File: config.mk
export PLATFORM = sky130hd
export DESIGN_NAME = tks_front
export DESIGN_NICKNAME = d
export VERILOG_FILES = /design/src/sv/tks_pkg.sv /design/src/sv/tks_front.sv
export SDC_FILE = /design/constraint.sdc
export NUM_CORES = 1
export LEC_CHECK = 0
export BUFFER_PORTS_ARGS = -buffer_cell sky130_fd_sc_hd__buf_2
export CAP_MARGIN = 20
export CORE_AREA = 2 2 70 72
export CTS_BUF_LIST = sky130_fd_sc_hd__clkbuf_8
export CTS_CLUSTER_DIAMETER = 150
export DETAILED_ROUTE_END_ITERATION = 16
export DIE_AREA = 0 0 72 74
export HOLD_SLACK_MARGIN = 0.12
export PLACE_DENSITY = 0.73
export SLEW_MARGIN = 20
export SYNTH_ARGS = -nofsm -noshare
export SYNTH_HDL_FRONTEND = slang
export SYNTH_SLANG_ARGS = --single-unit
File: constraint.sdc
create_clock -name clk -period 1.99 [get_ports clk]
set_clock_uncertainty 0.05 [all_clocks]
set_input_delay 0.398 -clock clk [delete_from_list [all_inputs] [get_ports clk]]
set_output_delay 0.398 -clock clk [all_outputs]
set_load 0.005 [all_outputs]
File: src/sv/tks_pkg.sv
// Shared types, constants and key-ordering functions for the typed key sorter.
// No dependencies; every other file refers to this package by scoped names.
package tks_pkg;

  localparam int MAX_ENTRIES     = 64;
  localparam int SLOT_INDEX_BITS = 16;
  localparam int KEY_W           = 64;
  localparam int SLOT_PORT_W     = 16;
  localparam int IDX_W           = $clog2(MAX_ENTRIES);
  localparam int CNT_W           = $clog2(MAX_ENTRIES + 1);
  localparam int Q_DEPTH         = 2;

  // Key kind codes
  localparam logic [2:0] KIND_S64  = 3'd0;
  localparam logic [2:0] KIND_U64  = 3'd1;
  localparam logic [2:0] KIND_S32  = 3'd2;
  localparam logic [2:0] KIND_U32  = 3'd3;
  localparam logic [2:0] KIND_BOOL = 3'd4;

  typedef logic [SLOT_INDEX_BITS-1:0] slot_t;
  typedef logic [KEY_W-1:0]           key_t;
  typedef logic [CNT_W-1:0]           cnt_t;

  // One classified transaction handed from front to back
  typedef struct packed {
    logic       store_en;
    logic       last;
    logic       ovf;
    logic [2:0] kind;
    slot_t      slot;
    key_t       key;
  } tks_rec_t;

  typedef struct packed {
    logic full;
    logic valid;
  } tks_qstat_t;

  typedef enum logic [1:0] {
    BK_LOAD,
    BK_SCAN,
    BK_EMIT
  } tks_bstate_t;

  // Map a raw key onto an unsigned value whose plain order is the kind's order
  function automatic key_t order_key(input key_t raw, input logic [2:0] kind);
    key_t r;
    r = raw;
    case (kind)
      KIND_S64:  r = raw ^ {1'b1, {(KEY_W-1){1'b0}}};
      KIND_S32:  r = {32'd0, raw[31:0] ^ 32'h8000_0000};
      KIND_U32:  r = {32'd0, raw[31:0]};
      KIND_BOOL: r = {{(KEY_W-1){1'b0}}, raw[0]};
      default:   r = raw;
    endcase
    return r;
  endfunction

  function automatic slot_t slot_in(input logic [SLOT_PORT_W-1:0] s);
    return slot_t'({{SLOT_INDEX_BITS{1'b0}}, s});
  endfunction

  function automatic logic [SLOT_PORT_W-1:0] slot_out(input slot_t s);
    return SLOT_PORT_W'({{SLOT_PORT_W{1'b0}}, s});
  endfunction

endpackage

File: src/sv/tks_front.sv
// Front end of the typed key sorter: accepts slots, drops empties, counts
// capacity, flags overflow and pushes classified records. Uses tks_pkg.
module tks_front (
  input  logic                                clk,
  input  logic                                rst_n,
  input  logic                                in_valid,
  output logic                                in_stall,
  input  logic [tks_pkg::SLOT_PORT_W-1:0]     in_slot_index,
  input  logic                                in_occupied,
  input  logic [tks_pkg::KEY_W-1:0]           in_key_value,
  input  logic                                in_last_slot,
  input  logic                                cfg_wr_en,
  input  logic [2:0]                          cfg_wr_data,
  input  tks_pkg::tks_qstat_t                 q_stat,
  output logic                                q_push,
  output tks_pkg::tks_rec_t                   q_rec
);

  tks_pkg::cnt_t count_r, count_nxt;
  logic          ovf_r, ovf_nxt;
  logic [2:0]    kind_r;
  logic          accept, full, store, drop;

  assign in_stall = q_stat.full;
  assign accept   = in_valid && !in_stall;
  assign full     = (count_r == tks_pkg::cnt_t'(tks_pkg::MAX_ENTRIES));
  assign store    = in_occupied && !full;
  assign drop     = in_occupied && full;

  always_comb begin
    q_rec.store_en = store;
    q_rec.last     = in_last_slot;
    q_rec.ovf      = ovf_r || drop;
    q_rec.kind     = kind_r;
    q_rec.slot     = tks_pkg::slot_in(in_slot_index);
    q_rec.key      = in_key_value;
    q_push         = accept && (store || in_last_slot);

    count_nxt = count_r;
    ovf_nxt   = ovf_r;
    if (accept) begin
      if (in_last_slot) begin
        count_nxt = '0;
        ovf_nxt   = 1'b0;
      end else begin
        count_nxt = count_r + {{(tks_pkg::CNT_W-1){1'b0}}, store};
        ovf_nxt   = ovf_r || drop;
      end
    end
  end

  always_ff @(posedge clk) begin
    if (!rst_n) begin
      count_r <= '0;
      ovf_r   <= 1'b0;
      kind_r  <= tks_pkg::KIND_S64;
    end else begin
      count_r <= count_nxt;
      ovf_r   <= ovf_nxt;
      if (cfg_wr_en) begin
        kind_r <= cfg_wr_data;
      end
    end
  end

endmodule

**Yosys cells after proc, flatten, opt, wreduce, memory -nomap -nowiden**

Index checks and enable logic that the tools add are counted.

- $add $sub $neg: 1
- $mul: 0
- Div/mod/pow operators: 0
- Magnitude comparators: 0
- Equal/unequal tests: 1
- Shifts and indexed selects: 0
- Multiplexer cells: 2
- Bitwise gates (word level): 0
- Reduce and logical (&&, ||, !) cells: 8

Operators with widths:

| cell | count |
|---|---|
| adder 7 x 1 -> 7 bit | 1 |
| == test 7 bit (second input constant) | 1 |
| 2-to-1 mux 7 bit | 1 |
| logical AND 1 bit | 4 |
| zero test 1 bit | 2 |
| logical OR 1 bit | 2 |
| 2-to-1 mux 1 bit | 1 |

- Flip-flop bits (word level): 11
- Latch bits: 0
- Bits in writable memories: 0
- ROM bits: 0
- Bits of input ports: 91
- Output and inout bits: 88
- Logic and storage cells: 15
- Memories: 0

**Logic depth before layout (Yosys ltp)**

- Depth in word-level cells: 5
- Depth in mapped cells: 8
- Depth with buffers taken out: 8

**Least setup slack after synthesis**

OpenSTA, ideal clock, no wires.

- Path kind: reg2reg
- Start point: register count_r[4]
- End point: register count_r[6]
- Setup time: 128 ps
- Data arrival time: 1,659 ps
- Data required time: 1,812 ps
- Path slack: 153 ps
- Cell stages (with the launch flop): 9
- Buffers on the path: 0
- Clock period less this slack: 1,837 ps
- Cell sequence: dfxtp_1 > nor4_1 > nand3_1 > and2_1 > ha_1 > ha_1 > nand3b_4 > or4_4 > a21oi_2

- Longest elaborated chain between the ends: 5

Ends and longest elaborated chain:

| item | RTL line | RTL |
|---|---|---|
| start: declaration | tks_front.sv:19 | `tks_pkg::cnt_t count_r, count_nxt;` |
| start signal: assignment | tks_front.sv:58 | `count_r <= count_nxt;` |
| == test 7 bit | tks_front.sv:26 | `assign full = (count_r == tks_pkg::cnt_t'(tks_pkg::MAX_ENTRIES));` |
| zero test 1 bit | tks_front.sv:27 | `assign store = in_occupied && !full;` |
| logical AND 1 bit | tks_front.sv:27 |  |
| named net store | tks_front.sv:22 | `logic accept, full, store, drop;` |
| adder 7 x 1 -> 7 bit | tks_front.sv:46 | `count_nxt = count_r + {{(tks_pkg::CNT_W-1){1'b0}}, store};` |
| 2-to-1 mux 7 bit | tks_front.sv:42 | `if (in_last_slot) begin` |

The timed path passes the listed nets, and every way through them passes these cells.
A chain may end at the register's enable or synchronous reset.

**Worst setup path after layout**

- Start point: register count_r[3]
- End point: register count_r[6]

- Longest elaborated chain between the ends: 5

Ends and longest elaborated chain:

| item | RTL line |
|---|---|
| == test 7 bit | tks_front.sv:26 |
| zero test 1 bit | tks_front.sv:27 |
| logical AND 1 bit | tks_front.sv:27 |
| adder 7 x 1 -> 7 bit * | tks_front.sv:46 |
| 2-to-1 mux 7 bit * | tks_front.sv:42 |

Mark *: on every way between the ends. The rest lies on a longest branch, timed or not.

==> flow_summary.json <==
{
  "rr_worst_depth": 8,
  "period_share_pct": 94.5,
  "first_pass_iters": 4,
  "clkTransAtPathRegs_ns": 0.05,
  "hold_slack_ns": 0.375,
  "leakagePower_uw": 0.000344,
  "max_slew_margin_pct": 75.2,
  "synth_area_per_cell_um2": 8.35,
  "dieHeight_um": 74,
  "num_io_pins": 179,
  "powerDensity_nw_per_um2": 629,
  "synth_nets": 233,
  "setup_tns_ns": 0,
  "layout_commonest_cell": "buf_2",
  "place_congestion": 0.679,
  "area.sequential_um2": 226,
  "wire_per_inst_um": 13.7,
  "port_buffers": 17,
  "track_usage_pct": 6.97,
  "ant_nets": 0,
  "ys_ff_latch": 11,
  "drt_wl_total_um": 1850,
  "fill_cells": 500,
  "synth.cell_area_um2": 1170,
  "syn_to_final_growth_pct": -32.7,
  "grt_max_degree": 9,
  "cp-end-kind": "flip-flop",
  "r2r_end": "count_r[6]$_SDFFE_PN0P_",
  "drv_cap": 0,
  "rr_startpoint": "count_r[3]$_SDFFE_PN0P_",
  "synth_area_leader_cell": "buf_4",
  "timing.fmax_mhz": 532,
  "drive_above_1_share_pct": 44.4,
  "final_nets": 175,
  "tightest_slew_ns": 0.372,
  "final_cell_mix": "buf_2, nor2_1, dfxtp_1",
  "yosysWarnings": 0,
  "cts_buffers": 3,
  "overflow": 0,
  "antenna_found_initial": 0,
  "syn_inst": 140,
  "root_buffer": "clkbuf_8",
  "irDropWorstVdd_mv": 0.182,
  "die_w_um": 72,
  "startpoint": "count_r[3]$_SDFFE_PN0P_",
  "yosysSeqAreaShare_pct": 18.8,
  "crit_fanout": 5,
  "dieArea_um2": 5330,
  "h-tree-depth": 1,
  "hold_viol": 0,
  "hp-class": "input pin to flip-flop",
  "clock_sinks": 11,
  "drt_iter0_drc": 22,
  "n_antenna_cell": 0,
  "initial_core_util_pct": 25.4,
  "fin_util_pct": 17.1,
  "drt_drc_violations_left": 0,
  "cp-endpoint": "count_r[6]$_SDFFE_PN0P_",
  "path_class": "flip-flop to flip-flop",
  "synthTopCellsByArea": "buf_4, dfxtp_1, mux2i_1, ha_1, nor2b_1",
  "ff2ff_setup_slack_ns": 0.11,
  "core_um2": 4600,
  "viasPerCell": 4.50,
  "synth.distinct_cells": 27,
  "fp-row-count": 25,
  "setup_viol": 0,
  "worstPathArrival_ns": 2.01,
  "grt_pass1_vias": 568,
  "multi_input_area_um2": 329,
  "outcome": "complete, no violations",
  "cts_tree": "yes",
  "synth_top_area_share_pct": 53.3,
  "clk_latency_ns": 0.24,
  "drv_slew": 0,
  "min_period_ns": 1.88,
  "cts_post_setup_buffers_inserted": 0,
  "cp_data_required_time_ns": 2.12,
  "grt_pass1_wl_um": 2660,
  "clockBufferDepth": 2,
  "start_kind": "flip-flop",
  "dpl.hpwl_um": 1410,
  "vias": 607
}
cell families after synthesis:
group / Yosys count / share of synthesized area, %
compound gates: 12 / 6.64
xor+xnor: 1 / 0.750
fa+ha+maj: 2 / 2.14
buf+inv: 86 / 54.3
flops: 11 / 18.8
mux: 5 / 4.28
simple gates: 23 / 13.1
layout make-up:
class | instances | share of cell area, %
clock buffers | 3 | 5.25
clock inverters | 1 | 0.477
inverters | 3 | 1.43
multi-input cells | 43 | 41.8
flip-flops and latches | 11 | 28.8
well taps | 54 | 8.59
repair buffers | 20 | 13.7
worst max-delay path: stages, from the launching register on:
cell	delay [ns]
dfxtp_2	0.38
nor4_4	0.06
nand3_1	0.10
and2_1	0.15
ha_1	0.17
ha_1	0.19
nand3b_4	0.11
or4_4	0.49
a21oi_2	0.13
metal layers:
layer	vias up	share of wire, %	global-route usage (%)
li1	254	-	-
met1	276	32	6.40
met2	47	42	8.02
met3	30	15	4.47
met4	0	11	11.7
met5	-	0	0
power by group:
| group | switching (uW) | total (uW) | internal (uW) |
|---|---|---|---|
| combinational | 23.3 | 49.2 | 25.9 |
| sequential | 2.90 | 229 | 226 |
| clock | 82.0 | 217 | 135 |
| total | 108 | 495 | 387 |
sequential cells by signal (all words and copies together), names as in the netlist:
signal	count
count_r	7
kind_r	3
ovf_r	1
through the flow:
stage / setup slack (ns) / cells / cell area (um2) / total power, uW
finish: 0.110 / 135 / 787 / 495
global route: -0.0145 / 135 / 787 / 521
CTS: 0.0455 / 135 / 766 / 500
detailed placement: 0.0567 / 131 / 721 / 284
global placement: 0.0625 / 131 / 721 / 282
floorplan: 0.153 / 140 / 1170 / 390
synth_stat cells:
| master | number |
|---|---|
| xnor2_1 | 1 |
| or3_2 | 1 |
| nand2_1 | 1 |
| nor4_1 | 1 |
| buf_4 | 83 |
| ha_1 | 2 |
| nand4b_1 | 1 |
| a21oi_2 | 1 |
| a21oi_1 | 3 |
| o31ai_1 | 1 |
| o21ai_0 | 3 |
| or4_4 | 1 |
| or3_1 | 2 |
| o21ai_2 | 1 |
| nand3b_4 | 1 |
| or2b_2 | 1 |
| a31o_2 | 1 |
| and2_1 | 1 |
| a21o_1 | 1 |
| nand3_1 | 2 |
| dfxtp_1 | 11 |
| mux2i_1 | 5 |
| nor2_1 | 6 |
| a31oi_1 | 1 |
| inv_1 | 3 |
| nor4bb_1 | 1 |
| nor2b_1 | 4 |
timing repair:
action | CTS | global route
endpoints found under the setup margin | 0 | 8
gates resized for setup | 0 | 7
hold buffers | 0 | 0
how the worst min path moves through the flow:
stage	startpoint	end	slack, ns	cells past startpoint
6_report	cfg_wr_data[0]	kind_r[0]$_SDFFE_PN0P_	0.38	3
5_1_grt	rst_n	kind_r[0]$_SDFFE_PN0P_	0.39	2
4_1_cts	cfg_wr_data[0]	kind_r[0]$_SDFFE_PN0P_	0.38	3
3_5_place_dp	ovf_r$_SDFFE_PN0P_	ovf_r$_SDFFE_PN0P_	0.42	2
3_3_place_gp	ovf_r$_SDFFE_PN0P_	ovf_r$_SDFFE_PN0P_	0.41	2
2_1_floorplan	ovf_r$_SDFFE_PN0P_	ovf_r$_SDFFE_PN0P_	0.39	2
Power figures use the tool's default switching activity.
