File: src/sv/tks_pkg.sv
// Shared types, constants and key-ordering functions for the typed key sorter.
// No dependencies; every other file refers to this package by scoped names.
package tks_pkg;

  localparam int MAX_ENTRIES     = 64;
  localparam int SLOT_INDEX_BITS = 16;
  localparam int KEY_W           = 64;
  localparam int SLOT_PORT_W     = 16;
  localparam int IDX_W           = $clog2(MAX_ENTRIES);
  localparam int CNT_W           = $clog2(MAX_ENTRIES + 1);
  localparam int Q_DEPTH         = 2;

  // Key kind codes
  localparam logic [2:0] KIND_S64  = 3'd0;
  localparam logic [2:0] KIND_U64  = 3'd1;
  localparam logic [2:0] KIND_S32  = 3'd2;
  localparam logic [2:0] KIND_U32  = 3'd3;
  localparam logic [2:0] KIND_BOOL = 3'd4;

  typedef logic [SLOT_INDEX_BITS-1:0] slot_t;
  typedef logic [KEY_W-1:0]           key_t;
  typedef logic [CNT_W-1:0]           cnt_t;

  // One classified transaction handed from front to back
  typedef struct packed {
    logic       store_en;
    logic       last;
    logic       ovf;
    logic [2:0] kind;
    slot_t      slot;
    key_t       key;
  } tks_rec_t;

  typedef struct packed {
    logic full;
    logic valid;
  } tks_qstat_t;

  typedef enum logic [1:0] {
    BK_LOAD,
    BK_SCAN,
    BK_EMIT
  } tks_bstate_t;

  // Map a raw key onto an unsigned value whose plain order is the kind's order
  function automatic key_t order_key(input key_t raw, input logic [2:0] kind);
    key_t r;
    r = raw;
    case (kind)
      KIND_S64:  r = raw ^ {1'b1, {(KEY_W-1){1'b0}}};
      KIND_S32:  r = {32'd0, raw[31:0] ^ 32'h8000_0000};
      KIND_U32:  r = {32'd0, raw[31:0]};
      KIND_BOOL: r = {{(KEY_W-1){1'b0}}, raw[0]};
      default:   r = raw;
    endcase
    return r;
  endfunction

  function automatic slot_t slot_in(input logic [SLOT_PORT_W-1:0] s);
    return slot_t'({{SLOT_INDEX_BITS{1'b0}}, s});
  endfunction

  function automatic logic [SLOT_PORT_W-1:0] slot_out(input slot_t s);
    return SLOT_PORT_W'({{SLOT_PORT_W{1'b0}}, s});
  endfunction

endpackage

File: src/sv/tks_queue.sv
// Two-entry record queue between the sorter front and back ends.
// Uses tks_pkg for the record type and queue status struct.
module tks_queue (
  input  logic                clk,
  input  logic                rst_n,
  input  logic                push,
  input  tks_pkg::tks_rec_t   push_rec,
  input  logic                pop,
  output tks_pkg::tks_rec_t   pop_rec,
  output tks_pkg::tks_qstat_t stat
);

  tks_pkg::tks_rec_t mem_r [tks_pkg::Q_DEPTH];
  logic       wr_ptr_r, rd_ptr_r;
  logic [1:0] cnt_r, cnt_nxt;
  logic       do_pop;

  assign stat.full  = (cnt_r == 2'd2);
  assign stat.valid = (cnt_r != 2'd0);
  assign pop_rec    = mem_r[rd_ptr_r];
  assign do_pop     = pop && stat.valid;

  always_comb begin
    cnt_nxt = cnt_r;
    if (push && !do_pop) begin
      cnt_nxt = cnt_r + 2'd1;
    end else if (do_pop && !push) begin
      cnt_nxt = cnt_r - 2'd1;
    end
  end

  always_ff @(posedge clk) begin
    if (!rst_n) begin
      wr_ptr_r <= 1'b0;
      rd_ptr_r <= 1'b0;
      cnt_r    <= 2'd0;
    end else begin
      cnt_r <= cnt_nxt;
      if (push) begin
        wr_ptr_r <= !wr_ptr_r;
      end
      if (do_pop) begin
        rd_ptr_r <= !rd_ptr_r;
      end
    end
  end

  always_ff @(posedge clk) begin
    if (push) begin
      mem_r[wr_ptr_r] <= push_rec;
    end
  end

endmodule

File: config.mk
export PLATFORM = sky130hd
export DESIGN_NAME = tks_queue
export DESIGN_NICKNAME = d
export VERILOG_FILES = /design/src/sv/tks_pkg.sv /design/src/sv/tks_queue.sv
export SDC_FILE = /design/constraint.sdc
export NUM_CORES = 1
export LEC_CHECK = 0
export ABC_AREA = 1
export BUFFER_PORTS_ARGS = -buffer_cell sky130_fd_sc_hd__buf_2
export CAP_MARGIN = 20
export CORE_UTILIZATION = 54
export CTS_BUF_LIST = sky130_fd_sc_hd__clkbuf_4
export CTS_CLUSTER_SIZE = 25
export DETAILED_ROUTE_END_ITERATION = 6
export GPL_TIMING_DRIVEN = 0
export PLACE_DENSITY = 0.82
export REMOVE_ABC_BUFFERS = 1
export SYNTH_ARGS = -nofsm -noshare
export SYNTH_HDL_FRONTEND = slang
export SYNTH_SLANG_ARGS = --single-unit
File: constraint.sdc
create_clock -name clk -period 6.7 [get_ports clk]
set_input_delay 1.34 -clock clk [delete_from_list [all_inputs] [get_ports clk]]
set_output_delay 1.34 -clock clk [all_outputs]
set_load 0.01 [all_outputs]
Word level (Yosys, flattened, before mapping). Memory sizes are Yosys's and may differ from the RTL's. A register that Yosys moved wholly into a read port is not among the register bits. Index checks and enable logic that the tools add are counted.

Register bits after elaboration: 4. Memory bits (writable): 172. Bits of input ports: 90. Output and inout port bits: 88. Word-level logic and storage cells: 22. Memories kept: 1.

Memory list: mem_r (depth 2, width 86, read ports 1, clocked after Yosys merged registers in 1, write ports 1, line tks_queue.sv:13) `tks_pkg::tks_rec_t mem_r [tks_pkg::Q_DEPTH];`.

$add $sub $neg: 2. Eq/ne operators: 1. Muxes and demuxes: 6. Reduce and logical (&&, ||, !) cells: 9.

Operators by type and width (count): 1-bit zero test (4); 1-bit 2-to-1 mux (4); 2-bit 2-to-1 mux (2); 2-bit nonzero test (2); 1-bit logical AND (3); 2-bit by 1-bit adder with 2-bit output (second input constant) (1); 2-bit equality test (second input constant) (1); 2-bit by 1-bit subtractor with 2-bit output (second input constant) (1).

Depth between registers and ports, before layout. Gate-level depths: netlist of the first run.

Depth after elaboration: 5. Gate-level depth with buffers: 9. Depth with buffers taken out: 9.

Worst setup path before layout of the first run. No wires, ideal clock.

Path type: in2reg. From: in push. To: mem mem_r[0][0] (netlist name) (enable). Library setup time: 0.533 ns. Arrival: 4.982 ns. Data required time: 6.167 ns. Slack: 1.185 ns. Cell stages on the path: 2. Buffers on the path: 0. Cell sequence: inv_1 > nor2_1.

Cells in the longest elaborated chain, start to end: 2.

Ends and longest elaborated chain: from (decl) (line tks_queue.sv:6) `input logic push,`; 1-bit 2-to-1 mux (line tks_queue.sv:49) `if (push) begin`; 1-bit 2-to-1 mux (not written as such) (line tks_queue.sv:50) `mem_r[wr_ptr_r] <= push_rec;`; to (decl) (line tks_queue.sv:13).

Every way passes these cells.

==> results of run 1 <==
## logic make-up (layout without fill, tap and decap cells)
kind of cell,Yosys count,after routing,share of synthesized area [%]
AOI/OAI and AO/OA,3,3,0.2635
adders and majority gates,1,1,0.1883
and+or+nand+nor,19,19,1.130
buffers and inverters,18,221,2.354
DFF,177,177,79.23
muxes,86,86,16.83
## metal layers
metal / share of wire, % / wire length, µm / track usage [%]
met5: 0 / 0 / 0
met2: 54 / 5810 / 31.03
met3: 7.7 / 832 / 7.017
met1: 37 / 4019 / 18.57
met4: 1.8 / 197 / 7.982
## critical path: cells and delay by family, from the launching register on
kind	cells	cell delay [ns]
flip-flops	1	0.75
multiplexers	1	0.38
buffers and inverters	2	0.48
## per-stage QoR
| step | TNS [ns] | worst slack, ns | cell area, µm² | util, % |
|---|---|---|---|---|
| 6_report | 0 | 3.144 | 8065 | 67.15 |
| 3_5_place_dp | 0 | 3.709 | 7697 | 64.08 |
| 2_1_floorplan | 0 | 1.185 | 6519 | - |
| 4_1_cts | 0 | 3.060 | 8065 | 67.15 |
| 5_1_grt | 0 | 2.994 | 8065 | 67.15 |
| 3_3_place_gp | -71.99 | -0.8396 | 7589 | 63.18 |
## registers in the layout (all words and copies together) (netlist names), named ones only
name	cells
rd_ptr_r	1
mem_r	172
cnt_r	2
wr_ptr_r	1
## placed cells by master, fill, tap and decap left out
| cell | instances |
|---|---|
| sky130_fd_sc_hd__buf_2 | 177 |
| sky130_fd_sc_hd__edfxtp_1 | 172 |
| sky130_fd_sc_hd__mux2_2 | 46 |
| sky130_fd_sc_hd__mux2_4 | 40 |
| sky130_fd_sc_hd__clkbuf_4 | 21 |
| sky130_fd_sc_hd__nand2_1 | 9 |
| sky130_fd_sc_hd__inv_1 | 7 |
| sky130_fd_sc_hd__nor2_1 | 7 |
| sky130_fd_sc_hd__bufinv_16 | 6 |
| sky130_fd_sc_hd__dfxtp_1 | 4 |
| sky130_fd_sc_hd__clkinvlp_4 | 3 |
| sky130_fd_sc_hd__clkinv_1 | 2 |
| sky130_fd_sc_hd__buf_16 | 2 |
| sky130_fd_sc_hd__buf_12 | 2 |
| sky130_fd_sc_hd__o21a_1 | 1 |
| sky130_fd_sc_hd__inv_4 | 1 |
| sky130_fd_sc_hd__nor2_4 | 1 |
| sky130_fd_sc_hd__o21ai_0 | 1 |
| sky130_fd_sc_hd__a21oi_1 | 1 |
| sky130_fd_sc_hd__nand3_1 | 1 |
| sky130_fd_sc_hd__nand4_1 | 1 |
| sky130_fd_sc_hd__ha_1 | 1 |
| sky130_fd_sc_hd__dfxtp_4 | 1 |
## cell type report
cell class                 count  area [µm²]
sequential                   177        5269
clock inverter                11       210.2
fill                         815        3946
clock buffer                  21       157.7
inverter                       8       32.53
tap                          147       183.9
multi-input combinational    109        1231
timing repair buffer         181       980.9
## report_power, final
part           leakage (nW)  internal (mW)  switching (mW)
Sequential             1.66           1.28          0.0310
Combinational          1.29          0.171           0.154
Clock                 0.185          0.385           0.328
Total                  3.13           1.84           0.512
## worst paths after layout
path	start	endpoint	slack (ns)	depth (start not counted)
worst max register to register	wr_ptr_r	mem_r[1][49]	5.06	3
worst max-delay path	flip-flop	pop_rec[5]	3.14	3
worst min-delay path	rd_ptr_r	flip-flop	0.53	2
worst min register to register	rd_ptr_r	flip-flop	0.53	2
==> impl_metrics.toml, run 1 <==
[floorplanning]
die_y_um = 112.9
io_pins = 178
fp-row-count = 40
floorplan.die_area_um2 = 12750
die_width_um = 112.9
initial_core_util_pct = 55.32
core_area_um2 = 12010

[final_layout]
final_layout_size_suffix_gt1_share_pct = 59.17
area_growth_syn_to_layout_pct = 21.37
antenna_cells_inserted = 0
layout_net_count = 585
instances_no_fill = 654

[drt]
total_detailed_routing_wirelength_mm = 10.86
routedWlPerCell_um = 16.60
dr_total_vias = 3316
drcViolationCount = 0
detailedRoute.firstPassIterationCount = 4
drt-vias-per-instance = 5.070
drt.antenna.violating_nets = 0
drtIter0Drc = 153

[yosys]
flops_latches_synth = 177
commonest_cells_in_the_netlist = "sky130_fd_sc_hd__edfxtp_1 (172), sky130_fd_sc_hd__mux2_2 (46), sky130_fd_sc_hd__mux2_4 (40)"
largest_cells_by_area_after_synthesis = "sky130_fd_sc_hd__edfxtp_1 (78%), sky130_fd_sc_hd__mux2_4 (9.0%), sky130_fd_sc_hd__mux2_2 (7.8%)"
yosysWarnings = 0
synthesis.area_per_instance_um2 = 21.86
synth_cell_type_count = 17
post_synth_instance_area_um2 = 6645
synth_top_cell_area_share_pct = 77.73
synth-main-ff-cell = "sky130_fd_sc_hd__edfxtp_1"
synthesis.instances = 304
yosysSeqAreaShare_pct = 79.23
synth_area_leader_cell = "sky130_fd_sc_hd__edfxtp_1"
synth-edff-count = 172
synth.most_common_cell = "sky130_fd_sc_hd__edfxtp_1"
synth-async-reset-ratio_pct = 0

[cts]
cts.reportedPaths.clkPinSlew_ns = 0.11
cts_buffers = 17
clock_insertion_delay_worst_skew_ns = 0.55
clock_tree.root_cell = "sky130_fd_sc_hd__clkbuf_4"
numClockSinks = 177
number_of_buffers_inserted_by_post_cts_setup_repair = 0
hold_buffers = 0
cts_htree_levels = 4
ctsLongestPathBuffers = 2
post_cts_gate_resize_count = 0
tritoncts = "done"

[power_and_ir_drop]
post_layout_total_power_mw = 2.349
cellPowerDensity_nw_per_um2 = 291.3
peakVddDrop_mv = 0.1859
pleak_nw = 3.131

[placed_design]
place_congestion = 0.6768
placed_cells = 622
detailed_place_hpwl_mm = 7.361
port_buffers = 177

[timing]
timing.fmax_mhz = 281.2
drv_slew = 0
final.period_utilization_pct = 53.07
tightest_slew_ns = 0.7836
maxSlewHeadroom_pct = 47.63
timing.final.hold_violations = 0
grt_setup_unrepaired = "false"
post-route-min-period_ns = 3.556
setup_viol_count_final = 0
skew_ns = 0.01367
hold-worst-slack_ns = 0.5291

[grt]
first_pass_grt_wire_length_mm = 16.22
maximum_number_of_pins_on_one_net_before_global_route_repair = 50
first_global_vias = 3330
antenna_found_initial = 0
globalRouteTotalUtil_pct = 17.60
overflow = 0

[critical_path]
critPathSlowestCell = "sky130_fd_sc_hd__dfxtp_4"
setup.worst_path.class = "flip-flop to output pin"
data_required_time_at_the_worst_endpoint_ns = 5.36
endpoint_kind = "output pin"
critical_path_cell_sequence = "buf_16 > mux2_2 > buf_2"
cp_max_fo = 49
cpPeakStageDelay_ns = 0.75
timing.critical_path.arrival_ns = 2.22
startpoint_type = "flip-flop"

[run_status]
outcome = "completed"

[job]
max-cap-violations = 0

[hold_path]
hold_path_class = "flip-flop to flip-flop"
No activity file was read; power rests on OpenSTA's default activity.
==> inputs of run 2 (changes only) <==
--- a/config.mk
+++ b/config.mk
@@ -5,15 +5,15 @@
 export SDC_FILE = /design/constraint.sdc
 export NUM_CORES = 1
 export LEC_CHECK = 0
-export ABC_AREA = 1
+export ABC_AREA = 0
 export BUFFER_PORTS_ARGS = -buffer_cell sky130_fd_sc_hd__buf_2
 export CAP_MARGIN = 20
-export CORE_UTILIZATION = 54
+export CORE_UTILIZATION = 49
 export CTS_BUF_LIST = sky130_fd_sc_hd__clkbuf_4
 export CTS_CLUSTER_SIZE = 25
 export DETAILED_ROUTE_END_ITERATION = 6
 export GPL_TIMING_DRIVEN = 0
-export PLACE_DENSITY = 0.82
+export PLACE_DENSITY = 0.78
 export REMOVE_ABC_BUFFERS = 1
 export SYNTH_ARGS = -nofsm -noshare
 export SYNTH_HDL_FRONTEND = slang
==> constraint.sdc (replaced) <==
create_clock -name clk -period 2.97 [get_ports clk]
set_input_delay 0.594 -clock clk [delete_from_list [all_inputs] [get_ports clk]]
set_output_delay 0.594 -clock clk [all_outputs]
set_load 0.01 [all_outputs]
==> impl_metrics.toml, run 2 <==
[yosys]
post_synth_instance_area_um2 = 6630
synth_top_cell_area_share_pct = 77.90
synth.most_common_cell = "sky130_fd_sc_hd__edfxtp_1"
synth-main-ff-cell = "sky130_fd_sc_hd__edfxtp_1"
synthesis.instances = 290
synth_area_leader_cell = "sky130_fd_sc_hd__edfxtp_1"
commonest_cells_in_the_netlist = "sky130_fd_sc_hd__edfxtp_1 (172), sky130_fd_sc_hd__mux2_2 (46), sky130_fd_sc_hd__mux2_4 (40)"
synth-async-reset-ratio_pct = 0
yosysSeqAreaShare_pct = 79.41
synth_cell_type_count = 19
yosysWarnings = 0
synth-edff-count = 172
largest_cells_by_area_after_synthesis = "sky130_fd_sc_hd__edfxtp_1 (78%), sky130_fd_sc_hd__mux2_4 (9.1%), sky130_fd_sc_hd__mux2_2 (7.8%)"
synthesis.area_per_instance_um2 = 22.86
flops_latches_synth = 177

[power_and_ir_drop]
seq_power_share_pct = 51.8
p_int_mw = 4.236
switching_share_pct = 27.05
pwr-share-comb_pct = 26.0
power.clock.fraction_pct = 22.2
post_layout_total_power_mw = 5.807
pleak_nw = 3.051
cellPowerDensity_nw_per_um2 = 724.5
switchingPower_mw = 1.571
peakVddDrop_mv = 0.4642

[grt]
maximum_number_of_pins_on_one_net_before_global_route_repair = 49
grt.busiest_layer = "met2"
groute.layer.met1.usage_pct = 18.68
gr_met2_demand_resource_pct = 27.24
first_global_vias = 3415
grt_use_met3_pct = 7.143
first_pass_grt_wire_length_mm = 16.99
antenna_found_initial = 0
globalRouteTotalUtil_pct = 16.46
overflow = 0

[floorplanning]
fp-row-count = 42
floorplan.die_area_um2 = 14000
io_pins = 178
die_width_um = 118.3
die_y_um = 118.3
core_area_um2 = 13240
initial_core_util_pct = 50.07

[final_layout]
largest_regs = "mem_r: 172 flops, cnt_r: 2 flops"
most_frequent_standard_cell_in_the_layout_excluding_fill_and_tap_cells = "sky130_fd_sc_hd__buf_2"
antenna_cells_inserted = 0
layout_fillers = 1034
final_cell_area_um2 = 8015
largest_register_ff_count = 172
layout_net_count = 572
most_frequent_cells_in_the_layout = "sky130_fd_sc_hd__buf_2 (177), sky130_fd_sc_hd__edfxtp_1 (172), sky130_fd_sc_hd__mux2_2 (46)"
largest_register = "mem_r"
area_growth_syn_to_layout_pct = 20.89
final_layout_size_suffix_gt1_share_pct = 60.93

[critical_path]
timing.critical_path.arrival_ns = 2.04
cp_max_fo = 47
startpoint_type = "flip-flop"
endpoint_kind = "output pin"
setup.worst_path.class = "flip-flop to output pin"
data_required_time_at_the_worst_endpoint_ns = 2.38
regToRegSetupSlack_ns = 1.24

[drt]
drtIter0Drc = 216
dr_total_vias = 3281
drt-vias-per-instance = 4.897
drcViolationCount = 0
routedWlPerCell_um = 16.31
total_detailed_routing_wirelength_mm = 10.93
detailedRoute.firstPassIterationCount = 4
drt.antenna.violating_nets = 0

[timing]
skew_ns = 0.01180
post-route-min-period_ns = 2.638
tightest_slew_ns = 0.9639
final.period_utilization_pct = 88.83
drv_slew = 0
timing.final.hold_violations = 0
setup_viol_count_final = 0
maxSlewHeadroom_pct = 35.60
grt_setup_unrepaired = "false"
timing.fmax_mhz = 379.0

[cts]
cts_htree_levels = 4
cts_buffers = 17
cts.reportedPaths.clkPinSlew_ns = 0.13
numClockSinks = 177
clock_insertion_delay_worst_skew_ns = 0.55
clock_tree.root_cell = "sky130_fd_sc_hd__clkbuf_4"
tritoncts = "done"
ctsLongestPathBuffers = 2
hold_buffers = 0

[hold_path]
hold_path_class = "input pin to flip-flop"

[job]
max-cap-violations = 0

[placed_design]
placed_cell_area_um2 = 7719
port_buffers = 177
detailed_place_hpwl_mm = 7.018
place_congestion = 0.6783

[run_status]
outcome = "completed"
[run 2: changes by cell type in the layout (fill, tap and decap cells not counted), moves of 2 or more]
cell	before	now
sky130_fd_sc_hd__nor2b_1	0	2
sky130_fd_sc_hd__clkinv_4	0	3
sky130_fd_sc_hd__bufinv_16	6	2
sky130_fd_sc_hd__xnor2_1	0	2
sky130_fd_sc_hd__nor2_1	7	0
sky130_fd_sc_hd__inv_1	7	0
sky130_fd_sc_hd__clkbuf_4	21	18
sky130_fd_sc_hd__nand2_1	9	0
sky130_fd_sc_hd__and2_1	0	3
[run 2: logic make-up (layout without fill, tap and decap cells)]
logic type,after synthesis,after routing,synth area share (%)
flip-flops,177,177,79.41
multiplexers,86,86,16.87
buffers and inverters,10,214,1.906
AND/OR/NAND/NOR,9,9,0.8493
AO/OA/AOI/OAI,4,4,0.3774
XOR/XNOR,3,3,0.3964
adder cells (fa/ha/maj),1,1,0.1887
[run 2: worst paths after layout]
path | from | endpoint | depth (start not counted)
hold reg to reg | cnt_r[1] | cnt_r[1] | 2
setup reg to reg | wr_ptr_r | mem_r[0][56] | 2
hold / removal | push_rec[32] | mem_r[1][32] | 1
setup / recovery | flip-flop | pop_rec[11] | 3
[run 2: worst max-delay path: stages (launching register included)]
cell and delay, ns:
sky130_fd_sc_hd__dfxtp_4 0.61, sky130_fd_sc_hd__buf_16 0.31, sky130_fd_sc_hd__mux2_2 0.39, sky130_fd_sc_hd__buf_2 0.15
[run 2: cell type report]
cell class	count	area [µm²]	area share, %
Sequential cell	177	5269	65.74
Multi-Input combinational cell	103	1249	15.58
Timing Repair Buffer	182	1001	12.49
Tap cell	176	220.2	2.747
Clock inverter	14	141.4	1.764
Clock buffer	18	135.1	1.686
[run 2: routing by layer]
layer	routed length, µm	share of wire (%)	up-vias
met5	0	0	-
met4	178	1.6	0
met3	895	8.2	14
met2	5525	51	124
met1	4327	40	1610
li1	-	-	1533
[run 2: what timing repair did]
action | 4_1_cts | 5_1_grt
buffers inserted | 1 | 0
setup endpoints to repair | 3 | 0
gates resized for setup | 0 | 0
endpoints found under the hold margin | 0 | 0
[run 2: through the flow]
| step | setup TNS [ns] | hold WS, ns | util (%) | std cells | setup slack [ns] |
|---|---|---|---|---|---|
| after floorplan | -244.66 | 0.4735 | - | 280 | -1.951 |
| after global placement | -626.18 | 0.4868 | 57.46 | 633 | -4.104 |
| after detailed placement | 0 | 0.5313 | 58.29 | 637 | 0.6534 |
| after CTS | 0 | 0.1550 | 60.53 | 670 | 0.2311 |
| after global routing | 0 | 0.1550 | 60.53 | 670 | 0.2041 |
| final | 0 | 0.2182 | 60.53 | 670 | 0.3317 |
[run 2: power groups by stage]
stage / clock network (mW) / logic [mW] / registers [mW]
floorplan: 0 / 0.940 / 3.17
global placement: 0 / 1.43 / 3.24
CTS: 1.33 / 1.54 / 3.02
global route: 1.41 / 1.62 / 3.03
detailed placement: 0 / 1.45 / 3.12
finish: 1.29 / 1.51 / 3.01
